$ cat src/design/lodtri_pkg.sv
// Shared types, constants and triangle shape tables for the LOD grid index generator.
package lodtri_pkg;

  localparam int SEG_W       = 9;
  localparam int STRIDE_W    = SEG_W + 1;
  localparam int IDX_W       = 17;
  localparam int VAR_W       = 4;
  localparam int REGION_W    = 3;
  localparam int CNT_W       = 2;
  localparam int IN_TDATA_W  = 24;
  localparam int OUT_TDATA_W = 56;
  localparam logic [SEG_W-1:0] SEG_MIN = SEG_W'(4);

  typedef enum logic [REGION_W-1:0] {
    REGION_INNER  = 3'd0,
    REGION_TOP    = 3'd1,
    REGION_RIGHT  = 3'd2,
    REGION_BOTTOM = 3'd3,
    REGION_LEFT   = 3'd4
  } region_t;

  typedef enum logic [0:0] {
    CFG_COLS = 1'b0,
    CFG_ROWS = 1'b1
  } cfg_idx_t;

  typedef enum logic [2:0] {
    SH_INNER_A,
    SH_INNER_B,
    SH_EVEN,
    SH_HI_A,
    SH_HI_B,
    SH_LO,
    SH_TAIL
  } shape_t;

  typedef enum logic [1:0] {
    OFS_MINUS,
    OFS_ZERO,
    OFS_PLUS
  } ofs_t;

  // row/col offsets of the three corners of one triangle
  typedef struct packed {
    ofs_t ar;
    ofs_t ac;
    ofs_t br;
    ofs_t bc;
    ofs_t cr;
    ofs_t cc;
  } tri_ofs_t;

  // one decoded cell, handed from the setup stage to the emitter
  typedef struct packed {
    region_t            region;
    shape_t             shape0;
    shape_t             shape1;
    shape_t             shape2;
    logic [CNT_W-1:0]   cnt;
    logic [IDX_W-1:0]   row_m;
    logic [IDX_W-1:0]   row_z;
    logic [IDX_W-1:0]   row_p;
    logic [SEG_W-1:0]   col_m;
    logic [SEG_W-1:0]   col_z;
    logic [SEG_W-1:0]   col_p;
  } cell_t;

  function automatic tri_ofs_t shape_ofs(region_t region, shape_t shape);
    tri_ofs_t t;
    t = '{OFS_ZERO, OFS_ZERO, OFS_ZERO, OFS_ZERO, OFS_ZERO, OFS_ZERO};
    unique case (region)
      REGION_INNER: begin
        unique case (shape)
          SH_INNER_A: t = '{OFS_ZERO, OFS_ZERO, OFS_PLUS, OFS_ZERO, OFS_ZERO, OFS_PLUS};
          SH_INNER_B: t = '{OFS_ZERO, OFS_PLUS, OFS_PLUS, OFS_ZERO, OFS_PLUS, OFS_PLUS};
          default:    t = '{OFS_ZERO, OFS_ZERO, OFS_ZERO, OFS_ZERO, OFS_ZERO, OFS_ZERO};
        endcase
      end
      REGION_TOP: begin
        unique case (shape)
          SH_EVEN: t = '{OFS_ZERO, OFS_ZERO, OFS_PLUS, OFS_ZERO, OFS_ZERO, OFS_PLUS};
          SH_HI_A: t = '{OFS_ZERO, OFS_ZERO, OFS_PLUS, OFS_MINUS, OFS_PLUS, OFS_ZERO};
          SH_HI_B: t = '{OFS_ZERO, OFS_ZERO, OFS_PLUS, OFS_ZERO, OFS_PLUS, OFS_PLUS};
          SH_LO:   t = '{OFS_ZERO, OFS_ZERO, OFS_PLUS, OFS_MINUS, OFS_PLUS, OFS_PLUS};
          SH_TAIL: t = '{OFS_ZERO, OFS_ZERO, OFS_PLUS, OFS_PLUS, OFS_ZERO, OFS_PLUS};
          default: t = '{OFS_ZERO, OFS_ZERO, OFS_ZERO, OFS_ZERO, OFS_ZERO, OFS_ZERO};
        endcase
      end
      REGION_RIGHT: begin
        unique case (shape)
          SH_EVEN: t = '{OFS_ZERO, OFS_ZERO, OFS_PLUS, OFS_ZERO, OFS_ZERO, OFS_PLUS};
          SH_HI_A: t = '{OFS_ZERO, OFS_ZERO, OFS_ZERO, OFS_PLUS, OFS_MINUS, OFS_PLUS};
          SH_HI_B: t = '{OFS_ZERO, OFS_ZERO, OFS_PLUS, OFS_PLUS, OFS_ZERO, OFS_PLUS};
          SH_LO:   t = '{OFS_ZERO, OFS_ZERO, OFS_PLUS, OFS_PLUS, OFS_MINUS, OFS_PLUS};
          SH_TAIL: t = '{OFS_ZERO, OFS_ZERO, OFS_PLUS, OFS_ZERO, OFS_PLUS, OFS_PLUS};
          default: t = '{OFS_ZERO, OFS_ZERO, OFS_ZERO, OFS_ZERO, OFS_ZERO, OFS_ZERO};
        endcase
      end
      REGION_BOTTOM: begin
        unique case (shape)
          SH_EVEN: t = '{OFS_ZERO, OFS_ZERO, OFS_PLUS, OFS_ZERO, OFS_PLUS, OFS_PLUS};
          SH_HI_A: t = '{OFS_ZERO, OFS_MINUS, OFS_PLUS, OFS_ZERO, OFS_ZERO, OFS_ZERO};
          SH_HI_B: t = '{OFS_ZERO, OFS_ZERO, OFS_PLUS, OFS_ZERO, OFS_ZERO, OFS_PLUS};
          SH_LO:   t = '{OFS_ZERO, OFS_MINUS, OFS_PLUS, OFS_ZERO, OFS_ZERO, OFS_PLUS};
          SH_TAIL: t = '{OFS_ZERO, OFS_PLUS, OFS_PLUS, OFS_ZERO, OFS_PLUS, OFS_PLUS};
          default: t = '{OFS_ZERO, OFS_ZERO, OFS_ZERO, OFS_ZERO, OFS_ZERO, OFS_ZERO};
        endcase
      end
      REGION_LEFT: begin
        unique case (shape)
          SH_EVEN: t = '{OFS_ZERO, OFS_ZERO, OFS_PLUS, OFS_PLUS, OFS_ZERO, OFS_PLUS};
          SH_HI_A: t = '{OFS_MINUS, OFS_ZERO, OFS_ZERO, OFS_ZERO, OFS_ZERO, OFS_PLUS};
          SH_HI_B: t = '{OFS_ZERO, OFS_ZERO, OFS_PLUS, OFS_ZERO, OFS_ZERO, OFS_PLUS};
          SH_LO:   t = '{OFS_MINUS, OFS_ZERO, OFS_PLUS, OFS_ZERO, OFS_ZERO, OFS_PLUS};
          SH_TAIL: t = '{OFS_ZERO, OFS_PLUS, OFS_PLUS, OFS_ZERO, OFS_PLUS, OFS_PLUS};
          default: t = '{OFS_ZERO, OFS_ZERO, OFS_ZERO, OFS_ZERO, OFS_ZERO, OFS_ZERO};
        endcase
      end
      default: t = '{OFS_ZERO, OFS_ZERO, OFS_ZERO, OFS_ZERO, OFS_ZERO, OFS_ZERO};
    endcase
    return t;
  endfunction

endpackage

$ cat src/design/lodtri_emit.sv
// Triangle emitter: holds one decoded cell and sends its triangles through the output register.
module lodtri_emit (
  input  logic                                clk,
  input  logic                                rst_n,
  input  logic                                cell_valid,
  input  lodtri_pkg::cell_t                   cell_in,
  output logic                                cell_ready,
  output logic                                out_tvalid,
  input  logic                                out_tready,
  output logic [lodtri_pkg::OUT_TDATA_W-1:0]  out_tdata,  // vertex_a, vertex_b, vertex_c, zero fill
  output logic                                out_tlast   // last
);

  logic                               s2_valid_r;
  lodtri_pkg::cell_t                  cell_r;
  logic [lodtri_pkg::CNT_W-1:0]       idx_r;
  logic                               out_valid_r;
  logic [lodtri_pkg::OUT_TDATA_W-1:0] out_tdata_r;
  logic                               out_tlast_r;

  logic                               out_free;
  logic                               fire;
  logic                               last_tri;
  lodtri_pkg::shape_t                 shape;
  lodtri_pkg::tri_ofs_t               ofs;
  logic [lodtri_pkg::IDX_W-1:0]       va;
  logic [lodtri_pkg::IDX_W-1:0]       vb;
  logic [lodtri_pkg::IDX_W-1:0]       vc;

  function automatic logic [lodtri_pkg::IDX_W-1:0] vertex(lodtri_pkg::cell_t c,
                                                          lodtri_pkg::ofs_t  dr,
                                                          lodtri_pkg::ofs_t  dc);
    logic [lodtri_pkg::IDX_W-1:0] rb;
    logic [lodtri_pkg::SEG_W-1:0] cb;
    unique case (dr)
      lodtri_pkg::OFS_MINUS: rb = c.row_m;
      lodtri_pkg::OFS_PLUS:  rb = c.row_p;
      default:               rb = c.row_z;
    endcase
    unique case (dc)
      lodtri_pkg::OFS_MINUS: cb = c.col_m;
      lodtri_pkg::OFS_PLUS:  cb = c.col_p;
      default:               cb = c.col_z;
    endcase
    return rb + lodtri_pkg::IDX_W'(cb);
  endfunction

  assign out_free   = !out_valid_r || out_tready;
  assign fire       = s2_valid_r && out_free;
  assign last_tri   = (idx_r == cell_r.cnt - lodtri_pkg::CNT_W'(1));
  assign cell_ready = !s2_valid_r || (fire && last_tri);

  always_comb begin
    unique case (idx_r)
      2'd0:    shape = cell_r.shape0;
      2'd1:    shape = cell_r.shape1;
      default: shape = cell_r.shape2;
    endcase
    ofs = lodtri_pkg::shape_ofs(cell_r.region, shape);
    va  = vertex(cell_r, ofs.ar, ofs.ac);
    vb  = vertex(cell_r, ofs.br, ofs.bc);
    vc  = vertex(cell_r, ofs.cr, ofs.cc);
  end

  always_ff @(posedge clk) begin
    if (!rst_n) begin
      s2_valid_r <= 1'b0;
      idx_r      <= '0;
    end else if (cell_ready && cell_valid) begin
      s2_valid_r <= 1'b1;
      idx_r      <= '0;
    end else if (fire && last_tri) begin
      s2_valid_r <= 1'b0;
      idx_r      <= '0;
    end else if (fire) begin
      idx_r      <= idx_r + lodtri_pkg::CNT_W'(1);
    end
  end

  always_ff @(posedge clk) begin
    if (cell_ready && cell_valid) begin
      cell_r <= cell_in;
    end
  end

  always_ff @(posedge clk) begin
    if (!rst_n) begin
      out_valid_r <= 1'b0;
    end else if (fire) begin
      out_valid_r <= 1'b1;
    end else if (out_tready) begin
      out_valid_r <= 1'b0;
    end
  end

  always_ff @(posedge clk) begin
    if (fire) begin
      out_tdata_r <= {5'b0, vc, vb, va};
      out_tlast_r <= last_tri;
    end
  end

  assign out_tvalid = out_valid_r;
  assign out_tdata  = out_tdata_r;
  assign out_tlast  = out_tlast_r;

`ifndef NO_ASSERTIONS
  a_cnt_nonzero: assert property (@(posedge clk) disable iff (!rst_n)
    s2_valid_r |-> (cell_r.cnt != '0))
    else $error("held cell has no triangles");

  a_idx_in_range: assert property (@(posedge clk) disable iff (!rst_n)
    s2_valid_r |-> (idx_r < cell_r.cnt))
    else $error("triangle index past cell count");

  a_idle_idx_zero: assert property (@(posedge clk) disable iff (!rst_n)
    !s2_valid_r |-> (idx_r == '0))
    else $error("triangle index not cleared while idle");

  a_drain_clears: assert property (@(posedge clk) disable iff (!rst_n)
    (fire && last_tri && !cell_valid) |=> !s2_valid_r)
    else $error("cell stays after its last triangle");
`endif

endmodule

$ cat src/design/lod_grid_triangle_index_gen.sv
// Top level: config registers, input register and cell decode for the LOD grid index generator.
//
// Usage:
//   in_*  channel carries one grid cell request: variant and position in in_tdata,
//         region code in in_tuser. Accepted when in_tvalid and in_tready are high.
//   out_* channel carries one triangle per item: three vertex indices in out_tdata,
//         out_tlast marks the final triangle of a request.
//   cfg_* port writes cols_in_use (index 0) or rows_in_use (index 1); values are
//         saturated to 4..MAX_SEGMENTS. Write only while the block is idle.
// Path: a request passes the input register, the held cell and the output register;
//   its triangles leave one per cycle while out_tready is high.
// Throughput: one request per cycle for requests with no triangles; otherwise the next
//   request is taken as the last triangle of the held cell leaves, since the single result
//   register carries one triangle a cycle (inner cells 2, edge cells 1 to 3).
// Reset: clears all valid flags; both sizes return to 64.
// Stall: a low out_tready holds the current triangle; the held cell and the input
//   register then fill and in_tready drops until the output drains.
module lod_grid_triangle_index_gen #(
  parameter int MAX_SEGMENTS = 256
) (
  input  logic                               clk,
  input  logic                               rst_n,
  input  logic                               in_tvalid,
  output logic                               in_tready,
  input  logic [lodtri_pkg::IN_TDATA_W-1:0]  in_tdata,   // variant, row, col, zero fill
  input  logic [lodtri_pkg::REGION_W-1:0]    in_tuser,   // region
  output logic                               out_tvalid,
  input  logic                               out_tready,
  output logic [lodtri_pkg::OUT_TDATA_W-1:0] out_tdata,  // vertex_a, vertex_b, vertex_c, zero fill
  output logic                               out_tlast,  // last
  input  logic                               cfg_we,
  input  logic [0:0]                         cfg_index,
  input  logic [lodtri_pkg::SEG_W-1:0]       cfg_wdata
);

  localparam int SEG_W    = lodtri_pkg::SEG_W;
  localparam int STRIDE_W = lodtri_pkg::STRIDE_W;
  localparam int IDX_W    = lodtri_pkg::IDX_W;

  logic [SEG_W-1:0]                 cols_r;
  logic [SEG_W-1:0]                 rows_r;
  logic [SEG_W-1:0]                 cfg_sat;

  logic                             s1_valid_r;
  logic [lodtri_pkg::VAR_W-1:0]     variant_r;
  logic [lodtri_pkg::REGION_W-1:0]  region_r;
  logic [SEG_W-1:0]                 row_r;
  logic [SEG_W-1:0]                 col_r;

  logic [STRIDE_W-1:0]              stride;
  logic [SEG_W-1:0]                 rm1, rm2, cm1, cm2;
  logic [SEG_W-1:0]                 j, i;
  logic                             hit, inner, hi, odd, tail;
  logic [SEG_W+STRIDE_W-1:0]        prod;
  lodtri_pkg::cell_t                dec_cell;
  logic                             cell_valid;
  logic                             cell_ready;

  // config write with saturation
  always_comb begin
    if (cfg_wdata < lodtri_pkg::SEG_MIN) begin
      cfg_sat = lodtri_pkg::SEG_MIN;
    end else if (32'(cfg_wdata) > MAX_SEGMENTS) begin
      cfg_sat = SEG_W'(MAX_SEGMENTS);
    end else begin
      cfg_sat = cfg_wdata;
    end
  end

  always_ff @(posedge clk) begin
    if (!rst_n) begin
      cols_r <= SEG_W'(64);
      rows_r <= SEG_W'(64);
    end else if (cfg_we) begin
      unique case (cfg_index)
        lodtri_pkg::CFG_COLS: cols_r <= cfg_sat;
        lodtri_pkg::CFG_ROWS: rows_r <= cfg_sat;
        default:              rows_r <= rows_r;
      endcase
    end
  end

  // input register
  assign in_tready = !s1_valid_r || !hit || cell_ready;

  always_ff @(posedge clk) begin
    if (!rst_n) begin
      s1_valid_r <= 1'b0;
    end else if (in_tready) begin
      s1_valid_r <= in_tvalid;
    end
  end

  always_ff @(posedge clk) begin
    if (in_tready && in_tvalid) begin
      variant_r <= in_tdata[3:0];
      row_r     <= in_tdata[12:4];
      col_r     <= in_tdata[21:13];
      region_r  <= in_tuser;
    end
  end

  // cell decode
  always_comb begin
    stride = STRIDE_W'(cols_r) + STRIDE_W'(1);
    rm1    = rows_r - SEG_W'(1);
    rm2    = rows_r - SEG_W'(2);
    cm1    = cols_r - SEG_W'(1);
    cm2    = cols_r - SEG_W'(2);
    j      = row_r;
    i      = col_r;
    hit    = 1'b0;
    inner  = 1'b0;
    hi     = 1'b0;
    odd    = 1'b0;
    tail   = 1'b0;
    unique case (region_r)
      lodtri_pkg::REGION_INNER: begin
        inner = 1'b1;
        hit   = (row_r >= SEG_W'(1)) && (row_r <= rm2) &&
                (col_r >= SEG_W'(1)) && (col_r <= cm2);
      end
      lodtri_pkg::REGION_TOP: begin
        j    = rm1;
        hit  = (col_r >= SEG_W'(1)) && (col_r <= cm1);
        hi   = variant_r[3];
        odd  = col_r[0];
        tail = (col_r != cm1);
      end
      lodtri_pkg::REGION_RIGHT: begin
        i    = cm1;
        hit  = (row_r >= SEG_W'(1)) && (row_r <= rm1);
        hi   = variant_r[2];
        odd  = row_r[0];
        tail = (row_r != rm1);
      end
      lodtri_pkg::REGION_BOTTOM: begin
        j    = '0;
        hit  = (col_r >= SEG_W'(1)) && (col_r <= cm1);
        hi   = variant_r[1];
        odd  = col_r[0];
        tail = (col_r != cm1);
      end
      lodtri_pkg::REGION_LEFT: begin
        i    = '0;
        hit  = (row_r >= SEG_W'(1)) && (row_r <= rm1);
        hi   = variant_r[0];
        odd  = row_r[0];
        tail = (row_r != rm1);
      end
      default: hit = 1'b0;
    endcase

    prod            = (SEG_W+STRIDE_W)'(j) * (SEG_W+STRIDE_W)'(stride);
    dec_cell.region = lodtri_pkg::region_t'(region_r);
    dec_cell.row_z  = prod[IDX_W-1:0];
    dec_cell.row_p  = prod[IDX_W-1:0] + IDX_W'(stride);
    dec_cell.row_m  = prod[IDX_W-1:0] - IDX_W'(stride);
    dec_cell.col_z  = i;
    dec_cell.col_p  = i + SEG_W'(1);
    dec_cell.col_m  = i - SEG_W'(1);
    dec_cell.shape2 = lodtri_pkg::SH_TAIL;
    priority if (inner) begin
      dec_cell.cnt    = 2'd2;
      dec_cell.shape0 = lodtri_pkg::SH_INNER_A;
      dec_cell.shape1 = lodtri_pkg::SH_INNER_B;
    end else if (!odd) begin
      dec_cell.cnt    = 2'd1;
      dec_cell.shape0 = lodtri_pkg::SH_EVEN;
      dec_cell.shape1 = lodtri_pkg::SH_TAIL;
    end else if (hi) begin
      dec_cell.cnt    = tail ? 2'd3 : 2'd2;
      dec_cell.shape0 = lodtri_pkg::SH_HI_A;
      dec_cell.shape1 = lodtri_pkg::SH_HI_B;
    end else begin
      dec_cell.cnt    = tail ? 2'd2 : 2'd1;
      dec_cell.shape0 = lodtri_pkg::SH_LO;
      dec_cell.shape1 = lodtri_pkg::SH_TAIL;
    end
  end

  assign cell_valid = s1_valid_r && hit;

  lodtri_emit u_emit (
    .clk        (clk),
    .rst_n      (rst_n),
    .cell_valid (cell_valid),
    .cell_in    (dec_cell),
    .cell_ready (cell_ready),
    .out_tvalid (out_tvalid),
    .out_tready (out_tready),
    .out_tdata  (out_tdata),
    .out_tlast  (out_tlast)
  );

endmodule
$ cat config.mk
export PLATFORM = sky130hd
export DESIGN_NAME = lod_grid_triangle_index_gen
export DESIGN_NICKNAME = d
export VERILOG_FILES = /design/src/design/lodtri_pkg.sv /design/src/design/lodtri_emit.sv /design/src/design/lod_grid_triangle_index_gen.sv
export SDC_FILE = /design/constraint.sdc
export NUM_CORES = 1
export LEC_CHECK = 0
export BUFFER_PORTS_ARGS = -buffer_cell sky130_fd_sc_hd__buf_2
export CAP_MARGIN = 25
export CORE_ASPECT_RATIO = 1.2
export CORE_MARGIN = 1.5
export CORE_UTILIZATION = 60
export CTS_BUF_LIST = sky130_fd_sc_hd__clkbuf_2 sky130_fd_sc_hd__clkbuf_4 sky130_fd_sc_hd__clkbuf_8
export DETAILED_ROUTE_END_ITERATION = 8
export GPL_TIMING_DRIVEN = 0
export PLACE_DENSITY = 0.79
export SYNTH_ARGS = -nofsm -noshare
export SYNTH_HDL_FRONTEND = slang
export SYNTH_SLANG_ARGS = --single-unit
$ cat constraint.sdc
create_clock -name clk -period 11.9 [get_ports clk]
set_input_delay 2.38 -clock clk [delete_from_list [all_inputs] [get_ports clk]]
set_output_delay 2.38 -clock clk [all_outputs]
set_load 0.02 [all_outputs]
==> results.cfg, run 1 <==
[run_status]
status = completed

[routing]
antenna_left = 0
drc_errors = 0
finalWirelength_um = 33600
drtIter0Drc = 791
dr.pass1.iters = 5
vias_per_cell = 5.76
wl_per_cell_um = 16.8
num_vias = 11500

[critical_path]
critPathLaunchType = register
endpoint_kind = register
required_ns = 12.12
slowest_delay_ns = 0.70
path_max_fanout = 9
crit_slowest_cell = a21oi_1
critical_path_arrival_ns = 7.89
crit_type = reg2reg
path_common_cell = inv_1

[floorplan]
die_x_um = 147
ios = 101
rows = 63
die_y_um = 176
start_util_pct = 60.9
dieArea_mm2 = 0.0259
fp.coreArea_mm2 = 0.0246

[logic_synthesis]
yosysWarnings = 0
synth_ff_type = edfxtp_1
synth_area_mm2 = 0.0150
synth_seq_cells = 187
synth-edff-count = 164
seq_area_frac_synth_pct = 36.0
syn_avg_cell_area_um2 = 9.75
async_reset_ff_share_pct = 0
ys_types = 78
synthCells = 1536

[layout]
post-route-cell-area_mm2 = 0.0163
drive_above_1_share_pct = 12.4
syn2layout_area_growth_pct = 9.16
insertedDiodeCount = 0
seqCellArea_mm2 = 0.00539
fin_util_pct = 66.5
nets = 1891
fillers = 2012
multi_input_area_mm2 = 0.00876

[min_path]
worstHoldPathType = reg2reg

[timing]
timing.final.crit_share_pct = 64.4
relSlewSlack_pct = 18.1
finalCriticalPeriod_ns = 7.67
setup_viol = 0
fmax_ghz = 0.130
finClkSkew_ns = 0.0164
fin_setup_tns_ns = 0
worstMarginPinSlew_ns = 1.23
report.final.slew_viol_count = 0
hold_viol = 0
rsz0062_at_grt = false

[clock_tree]
numCtsBuffers = 17
cts_tree = yes
cts_buffer_depth = 2
post_cts_buffers = 0
postCtsHoldBufs = 0
cts_root_buf = clkbuf_8
clock_sinks = 187
path_clk_slew_ns = 0.09
cts_resized = 0
clock_latency_ns = 0.48
htreeDepth = 4

[placement]
dpl-instance-area_mm2 = 0.0160
gp_congestion = 0.949
dp_hpwl_um = 27200
portBuffers = 93

[global_routing]
grt-ovfl-total = 0
grt_max_degree = 52
grt_pass1_wl_um = 55500
antenna_found_initial = 0
groute.usage.overall_pct = 27.0
grt_pass1_vias = 11500

[power_and_ir_drop]
power.density_mw_per_mm2 = 114
p_leak_nw = 6.76
irDropWorstVdd_uv = 82.2

[job]
cap_viol_max_count = 0
==> logic make-up after synthesis <==
family,after synthesis,synth area share [%]
flip-flops,187,36.0
buffers and inverters,214,5.65
adder cells (fa/ha/maj),187,18.7
AND/OR/NAND/NOR,465,14.8
other,1,0.0250
XOR/XNOR,135,7.90
AO/OA/AOI/OAI,296,13.3
multiplexers,51,3.68
==> through the flow <==
stage               setup slack [ns]  instances  power [mW]  hold WS, ns
finish                          4.23       1999        1.87        0.490
global route                    3.70       1999        1.99        0.524
CTS                             4.30       1999        1.87        0.502
detailed placement              4.31       1968        1.48        0.480
global placement               0.448       1958        1.46        0.476
floorplan                       2.53       1540        1.33        0.421
==> layer usage <==
metal / track usage [%] / part of all wire (%)
met2: 49.2 / 51
met3: 3.07 / 3.8
met5: 0 / 0
met4: 13.5 / 4.1
met1: 31.4 / 41
==> flip-flops by register name, indices dropped and copies added, names as in the netlist <==
| name | flops |
|---|---|
| s1_valid_r | 1 |
| cols_r | 9 |
| variant_r | 4 |
| u_emit.out_tlast | 1 |
| u_emit.out_tdata | 51 |
| col_r | 9 |
| u_emit.idx_r | 2 |
| u_emit.out_tvalid | 1 |
| row_r | 9 |
| u_emit.s2_valid_r | 1 |
| rows_r | 9 |
| u_emit.cell_r | 87 |
| region_r | 3 |
==> critical path, delay by kind of cell (launching register included) <==
kind                       cells  cell delay [ns]
DFF                            1             0.35
adders and majority gates      6             2.67
AOI/OAI and AO/OA              3             1.52
and+or+nand+nor                8             1.67
xor gates and xnor gates       3             0.87
buffers and inverters          5             0.32
==> synth_stat cells, types with 36 or more instances <==
library cell    n  area (µm²)
a21oi_1        57         285
nor3_1         36         180
clkbuf_1       38         143
o21ai_0        65         325
nand2_1       128         480
fa_1           61        1220
xor2_1         51         447
inv_1         159         597
xnor2_1        84         736
nor2_1        140         526
nand3_1        40         200
edfxtp_1      164        4920
ha_1          126        1580
==> final timing paths <==
path | from | endpoint | slack (ns) | depth (start not counted)
worst max-delay path | rows_r[1]$_SDFFE_PN0P_ | u_emit.cell_r[43]$_DFFE_PP_ | 4.23 | 25
worst min-delay path | region_r[2]$_DFFE_PP_ | u_emit.cell_r[91]$_DFFE_PP_ | 0.49 | 0
worst max register to register | rows_r[1]$_SDFFE_PN0P_ | u_emit.cell_r[43]$_DFFE_PP_ | 4.23 | 25
worst min register to register | region_r[2]$_DFFE_PP_ | u_emit.cell_r[91]$_DFFE_PP_ | 0.49 | 0
==> report_power, final <==
| part | internal (mW) | switching (mW) |
|---|---|---|
| clock | 0.170 | 0.223 |
| combinational | 0.274 | 0.396 |
| sequential | 0.784 | 0.0216 |
==> area by class of cell <==
cell class	instances	share of cell area, %
buffer	55	1.52
clock buffer	20	1.57
clock inverter	11	0.612
inverter	159	3.65
multi-input combinational	1139	53.6
sequential	187	32.9
tap	325	2.49
timing repair buffer	103	3.60
==> cells in the final DEF (no fill, tap or decap), types with 8 or more instances in the layout <==
cell type and count:
a21boi_0 14, a21o_1 14, a21oi_1 57, a22o_1 8, a31oi_1 10, and2_1 11
and3_1 8, buf_2 101, buf_6 8, clkbuf_1 38, clkbuf_8 17, dfxtp_1 23
edfxtp_1 164, fa_1 61, ha_1 126, inv_1 158, mux2_2 32, mux2i_1 19
nand2_1 128, nand2b_1 23, nand3_1 40, nand4_1 11, nor2_1 140, nor2b_1 23
nor3_1 35, nor3b_1 12, o21a_1 24, o21ai_0 65, o22ai_1 22, xnor2_1 84
xor2_1 51
Note: power is estimated with default switching activity, not from simulation.
==> run 2: changes to the inputs <==
--- a/config.mk
+++ b/config.mk
@@ -5,15 +5,16 @@
 export SDC_FILE = /design/constraint.sdc
 export NUM_CORES = 1
 export LEC_CHECK = 0
+export ABC_AREA = 1
 export BUFFER_PORTS_ARGS = -buffer_cell sky130_fd_sc_hd__buf_2
 export CAP_MARGIN = 25
 export CORE_ASPECT_RATIO = 1.2
 export CORE_MARGIN = 1.5
-export CORE_UTILIZATION = 60
+export CORE_UTILIZATION = 58
 export CTS_BUF_LIST = sky130_fd_sc_hd__clkbuf_2 sky130_fd_sc_hd__clkbuf_4 sky130_fd_sc_hd__clkbuf_8
 export DETAILED_ROUTE_END_ITERATION = 8
 export GPL_TIMING_DRIVEN = 0
-export PLACE_DENSITY = 0.79
+export PLACE_DENSITY = 0.8
 export SYNTH_ARGS = -nofsm -noshare
 export SYNTH_HDL_FRONTEND = slang
 export SYNTH_SLANG_ARGS = --single-unit
==> constraint.sdc (replaced) <==
create_clock -name clk -period 6.3 [get_ports clk]
set_input_delay 1.26 -clock clk [delete_from_list [all_inputs] [get_ports clk]]
set_output_delay 1.26 -clock clk [all_outputs]
set_load 0.02 [all_outputs]
==> run 2 against run 1 <==
Against the previous run:
- hold slack improved by 0.0018 ns
- core utilization rose by 0.61 points
- global-route usage up 0.34 points
- clock-buffer cell count fell by 3
- final area grew 4.5%
- power grew to 2.6 times the previous value
- sequential power up 100%
- flip-flop and latch count did not move
- combinational power rose to 3.6 times the previous value
- final cell count increased by 14%
- critical path depth up 4
- wire length up 8.0%
==> results.cfg, run 2 <==
[run_status]
status = completed

[job]
cap_viol_max_count = 0

[placement]
dpl-instance-area_mm2 = 0.0160
placed_cells = 2204
portBuffers = 93
gp_congestion = 0.970
dp_hpwl_um = 28600

[clock_tree]
clock_sinks = 187
cts_buffer_depth = 2
numCtsBuffers = 17
htreeDepth = 4
cts_root_buf = clkbuf_8
path_clk_slew_ns = 0.10
cts_tree = yes
clock_latency_ns = 0.49

[timing]
hold_slack_ns = 0.492
fin_setup_tns_ns = 0
hold_viol = 0
timing.final.crit_share_pct = 97.6
report.final.slew_viol_count = 0
relSlewSlack_pct = 54.9
rsz0062_at_grt = true
setup_viol = 0
fmax_ghz = 0.163
finClkSkew_ns = 0.0201
finalCriticalPeriod_ns = 6.15
worstMarginPinSlew_ns = 0.669

[layout]
seqCellArea_mm2 = 0.00540
drive_above_1_share_pct = 15.6
insertedDiodeCount = 0
top_register = u_emit.cell_r
nets = 2158
fillers = 2009
post-route-cell-area_mm2 = 0.0171
syn2layout_area_growth_pct = 13.7
fin_cells = 2272
layout_common_cells = 311 x inv_1, 299 x nand2_1, 164 x edfxtp_1
multi_input_area_mm2 = 0.00857
mostFrequentLayoutCell = inv_1
largest_register_ffs = 87

[critical_path]
r2r_cells = 29
slowest_delay_ns = 0.52
crit_slowest_cell = fa_1
critPathLaunchType = register
crit_start = cols_r[1]$_SDFFE_PN0P_
path_max_fanout = 7
critical_path_arrival_ns = 6.37
crit_type = reg2reg
rrSetupSlack_ns = 0.15
r2r_end = u_emit.cell_r[42]$_DFFE_PP_
required_ns = 6.52
endpoint_kind = register
path_common_cell = nand2_1
reg2reg_from = cols_r[1]$_SDFFE_PN0P_

[power_and_ir_drop]
clockPowerShare_pct = 18.0
seq_power_share_pct = 32.8
irDropWorstVdd_uv = 185
p_int_mw = 2.89
switching_power_mw = 2.04
total_power_mw = 4.92
p_leak_nw = 8.01
swShare_pct = 41.4
power.density_mw_per_mm2 = 288
comb_power_share_pct = 49.2

[logic_synthesis]
synth_ff_type = edfxtp_1
yosysTopAreaCell = edfxtp_1
syn_avg_cell_area_um2 = 8.46
async_reset_ff_share_pct = 0
synth_top_area_share_pct = 32.8
yosys.cell_count.top_type = inv_1
synth_common_cells = 329 x inv_1, 309 x nand2_1, 164 x edfxtp_1
synth-edff-count = 164
yosysWarnings = 0
synthCells = 1775
ys_types = 61
seq_area_frac_synth_pct = 35.8
synth_area_mm2 = 0.0150
yosys-top-cells-area = edfxtp_1 33%, ha_1 10%, inv_1 8.2%
synth_seq_cells = 187

[floorplan]
fp.coreArea_mm2 = 0.0255
start_util_pct = 59.0
dieArea_mm2 = 0.0269
rows = 64
die_y_um = 179
ios = 101
die_x_um = 150

[global_routing]
antenna_found_initial = 0
grt-ovfl-total = 0
grt_max_degree = 83
groute.usage.overall_pct = 27.4
grt_pass1_vias = 12000
grt_pass1_wl_um = 57400

[routing]
num_vias = 12500
drc_errors = 0
vias_per_cell = 5.51
finalWirelength_um = 36300
drtIter0Drc = 711
wl_per_cell_um = 16.0
antenna_left = 0
dr.pass1.iters = 6

[min_path]
worstHoldEndpoint = u_emit.out_tvalid$_SDFFE_PN0P_
min_path_cells = 2
min-delay-start = u_emit.s2_valid_r$_SDFFE_PN0P_
worstHoldPathType = reg2reg
[run 2: cell types whose count changed after synthesis, moves of 31 or more]
cell and delta:
nand2_1 +181, inv_1 +170, xnor2_1 -59, a21oi_1 +47, nand3_1 +47, xor2_1 +32
mux2_2 -31, o21ai_0 +31
[run 2: worst max path at each step]
stage / end / slack, ns / cells after the start
floorplan: u_emit.cell_r[77]$_DFFE_PP_ / 0.20 / 32
global placement: u_emit.cell_r[42]$_DFFE_PP_ / -1.06 / 26
detailed placement: u_emit.cell_r[42]$_DFFE_PP_ / -1.11 / 26
CTS: u_emit.cell_r[77]$_DFFE_PP_ / 0.007 / 32
global route: u_emit.cell_r[42]$_DFFE_PP_ / -0.26 / 29
finish: u_emit.cell_r[42]$_DFFE_PP_ / 0.15 / 29
[run 2: cell families after synthesis]
family / Yosys count / synth area share, %
mux: 10 / 0.675
fa+ha+maj: 187 / 18.6
xor+xnor: 109 / 6.41
compound gates: 284 / 10.7
simple gates: 631 / 18.3
flops: 187 / 35.8
buf+inv: 366 / 9.43
other cells: 1 / 0.0250
[run 2: critical path, delay by kind of cell, from the launching register on]
kind / cells / cell delay (ns)
adder cells (fa/ha/maj): 7 / 2.72
buffers and inverters: 6 / 0.54
XOR/XNOR: 2 / 0.35
AND/OR/NAND/NOR: 13 / 1.65
AO/OA/AOI/OAI: 1 / 0.24
flip-flops: 1 / 0.40
[run 2: area by class of cell]
class / instances / share of cell area (%)
flip-flops and latches: 187 / 31.6
clock buffers: 17 / 1.37
inverters: 338 / 7.56
well taps: 330 / 2.42
repair buffers: 134 / 4.84
multi-input cells: 1226 / 50.2
plain buffers: 25 / 0.843
clock inverters: 15 / 1.16
[run 2: power groups by stage]
stage | sequential (mW) | combinational (mW) | clock, mW
2_1_floorplan | 1.65 | 1.60 | 0
3_3_place_gp | 1.64 | 2.03 | 0
3_5_place_dp | 1.64 | 2.10 | 0
4_1_cts | 1.61 | 2.23 | 0.895
5_1_grt | 1.62 | 2.69 | 0.939
6_report | 1.62 | 2.43 | 0.885
[run 2: per-stage QoR]
| stage | utilization, % | setup slack (ns) |
|---|---|---|
| final | 67.1 | 0.151 |
| after global routing | 67.1 | -0.265 |
| after CTS | 65.4 | 0.00710 |
| after detailed placement | 62.7 | -1.11 |
| after global placement | 62.5 | -1.06 |
| after floorplan | - | 0.200 |
[run 2: metal layers]
metal / part of all wire, % / GRT usage (%)
met5: 0 / 0
met4: 5.3 / 14.7
met3: 4.7 / 3.21
met2: 50 / 49.1
met1: 40 / 31.8
[run 2: what timing repair did]
action                                  4_1_cts  5_1_grt
resized for setup                            51       63
buffers inserted                             14       24
endpoints found under the setup margin       18       14
pin swaps                                     6       16
hold buffers                                  0        0
cloned                                        0        0
==> run 3: changes to the inputs <==
--- a/config.mk
+++ b/config.mk
@@ -13,8 +13,9 @@
 export CORE_UTILIZATION = 58
 export CTS_BUF_LIST = sky130_fd_sc_hd__clkbuf_2 sky130_fd_sc_hd__clkbuf_4 sky130_fd_sc_hd__clkbuf_8
 export DETAILED_ROUTE_END_ITERATION = 8
-export GPL_TIMING_DRIVEN = 0
+export GPL_TIMING_DRIVEN = 1
 export PLACE_DENSITY = 0.8
+export RECOVER_POWER = 100
 export SYNTH_ARGS = -nofsm -noshare
 export SYNTH_HDL_FRONTEND = slang
 export SYNTH_SLANG_ARGS = --single-unit
==> run 3 against run 2 <==
Against the previous run:
- the run now ends with capacitance limit, slew limit left
- sequential share of layout area increased by 0.42 points
- core utilization decreased by 1.1 points
- worst setup slack improved by 0.11 ns
- register-to-register slack improved by 0.11 ns
- clock power decreased by 9.2%
- largest power group unchanged
==> results.cfg, run 3 (synthesis results as in run 2) <==
[power_and_ir_drop]
total_power_mw = 5.02
irDropWorstVdd_uv = 219
switching_power_mw = 2.06
power.density_mw_per_mm2 = 299
p_leak_nw = 7.89
swShare_pct = 41.0
p_int_mw = 2.96
clockPowerShare_pct = 16.0
comb_power_share_pct = 51.8
seq_power_share_pct = 32.2

[layout]
nets = 2177
largest_register_ffs = 87
layout_common_cells = 324 x inv_1, 311 x nand2_1, 164 x edfxtp_1
fillers = 2156
syn2layout_area_growth_pct = 11.9
drive_above_1_share_pct = 10.7
top_register = u_emit.cell_r
insertedDiodeCount = 0
mostFrequentLayoutCell = inv_1

[global_routing]
grt_pass1_wl_um = 57900
grt_pass1_vias = 12300
grt-ovfl-total = 0
grt_max_degree = 53
antenna_found_initial = 0
groute.usage.overall_pct = 27.6

[floorplan]
start_util_pct = 59.0
die_y_um = 179
fp.coreArea_mm2 = 0.0255
ios = 101
die_x_um = 150
rows = 64
dieArea_mm2 = 0.0269

[timing]
fmax_ghz = 0.166
hold_viol = 0
rsz0062_at_grt = true
setup_viol = 0
finClkSkew_ns = 0.0171
relSlewSlack_pct = -81.5
fin_setup_tns_ns = 0
worstMarginPinSlew_ns = 2.72
report.final.slew_viol_count = 53
finalCriticalPeriod_ns = 6.04
timing.final.crit_share_pct = 95.8

[critical_path]
r2r_end = u_emit.cell_r[73]$_DFFE_PP_
crit_cells = 29
endpoint_kind = register
critical_path_arrival_ns = 6.27
r2r_cells = 29
critPathLaunchType = register
worst-path-buf-inv = 9
rrSetupSlack_ns = 0.26
slowest_delay_ns = 0.54
crit_slowest_cell = fa_1
reg2reg_from = rows_r[2]$_SDFFE_PN0P_
required_ns = 6.54
crit_type = reg2reg
cp_top_family = adder cells
path_common_cell = inv_1
path_max_fanout = 5

[clock_tree]
numCtsBuffers = 17
path_clk_slew_ns = 0.11
cts_buffer_depth = 2
postCtsHoldBufs = 0
cts_root_buf = clkbuf_8
cts_tree = yes
htreeDepth = 4
clock_latency_ns = 0.49
clock_sinks = 187

[min_path]
min-delay-start = u_emit.s2_valid_r$_SDFFE_PN0P_
min_path_cells = 2
worstHoldPathType = reg2reg
worstHoldEndpoint = u_emit.out_tvalid$_SDFFE_PN0P_

[routing]
vias_per_cell = 5.47
num_vias = 12500
wl_per_cell_um = 15.8
drtIter0Drc = 713
drc_errors = 0
finalWirelength_um = 36100
dr.pass1.iters = 5
antenna_left = 0

[placement]
dp_hpwl_um = 29200
portBuffers = 93
gp_congestion = 0.937

[run_status]
status = complete, but fails checks
violations = capacitance limit, slew limit

[job]
cap_viol_max_count = 1
run 3: cell types whose count changed in the layout (fill, tap and decap cells not counted), moves of 5 or more:
cell / previous run / this run
inv_1: 311 / 324
dfxtp_1: 16 / 21
buf_2: 97 / 38
nand2_1: 299 / 311
buf_4: 47 / 73
nand3_1: 83 / 89
o21ai_2: 8 / 3
o21ai_0: 88 / 95
inv_2: 20 / 12
nand3_2: 7 / 2
nand2_2: 15 / 5
clkbuf_1: 9 / 66
run 3: worst register-to-register path: cells and delay by family (launching register included):
| kind | cells | cell delay (ns) |
|---|---|---|
| xor gates and xnor gates | 1 | 0.19 |
| buffers and inverters | 9 | 0.88 |
| and+or+nand+nor | 6 | 0.71 |
| adders and majority gates | 7 | 2.70 |
| DFF | 1 | 0.37 |
| AOI/OAI and AO/OA | 6 | 0.92 |
run 3: area by class of cell:
type | instances | area [µm²] | area share [%]
Inverter | 338 | 1270 | 7.57
Multi-Input combinational cell | 1226 | 8350 | 49.7
Sequential cell | 187 | 5390 | 32.1
Clock inverter | 12 | 131 | 0.782
Tap cell | 330 | 413 | 2.46
Clock buffer | 20 | 256 | 1.53
Timing Repair Buffer | 178 | 991 | 5.90
run 3: worst max-delay path by stage:
| stage | start | endpoint |
|---|---|---|
| after floorplan | rows_r[1]$_SDFFE_PN0P_ | u_emit.cell_r[77]$_DFFE_PP_ |
| after global placement | rows_r[2]$_SDFFE_PN0P_ | u_emit.cell_r[42]$_DFFE_PP_ |
| after detailed placement | rows_r[2]$_SDFFE_PN0P_ | u_emit.cell_r[42]$_DFFE_PP_ |
| after CTS | rows_r[2]$_SDFFE_PN0P_ | u_emit.cell_r[73]$_DFFE_PP_ |
| after global routing | rows_r[1]$_SDFFE_PN0P_ | u_emit.cell_r[76]$_DFFE_PP_ |
| final | rows_r[2]$_SDFFE_PN0P_ | u_emit.cell_r[73]$_DFFE_PP_ |
run 3: power groups by stage:
stage / Clock (mW) / Sequential (mW) / Combinational (mW)
final: 0.804 / 1.62 / 2.60
after global routing: 0.860 / 1.62 / 2.88
after detailed placement: 0 / 1.64 / 2.39
after floorplan: 0 / 1.65 / 1.60
after global placement: 0 / 1.64 / 2.32
after CTS: 0.818 / 1.61 / 2.42
run 3: stage by stage:
stage / hold slack (ns) / util [%] / setup WS (ns) / instances / cell area (µm²)
after floorplan: 0.451 / - / 0.200 / 1779 / 15000
after global placement: 0.462 / 64.2 / 0.0976 / 2253 / 16400
after detailed placement: 0.467 / 64.3 / 0.0239 / 2254 / 16400
after CTS: 0.476 / 65.8 / -0.0142 / 2286 / 16800
after global routing: 0.495 / 66.0 / -0.0964 / 2291 / 16800
final: 0.474 / 66.0 / 0.262 / 2291 / 16800
run 3: repair_timing:
| item | 4_1_cts | 5_1_grt |
|---|---|---|
| setup buffers | 0 | 4 |
| endpoints found under the setup margin | 4 | 16 |
| gates resized for setup | 2 | 49 |
| pin swaps | 0 | 12 |
| hold endpoints to repair | 0 | 0 |
run 3: layer usage:
metal,vias up,share of wire (%),track usage [%]
met3,120,4.2,3.31
li1,6160,-,-
met5,-,0,0
met1,5848,40,32.1
met4,0,4.9,14.0
met2,405,51,49.7
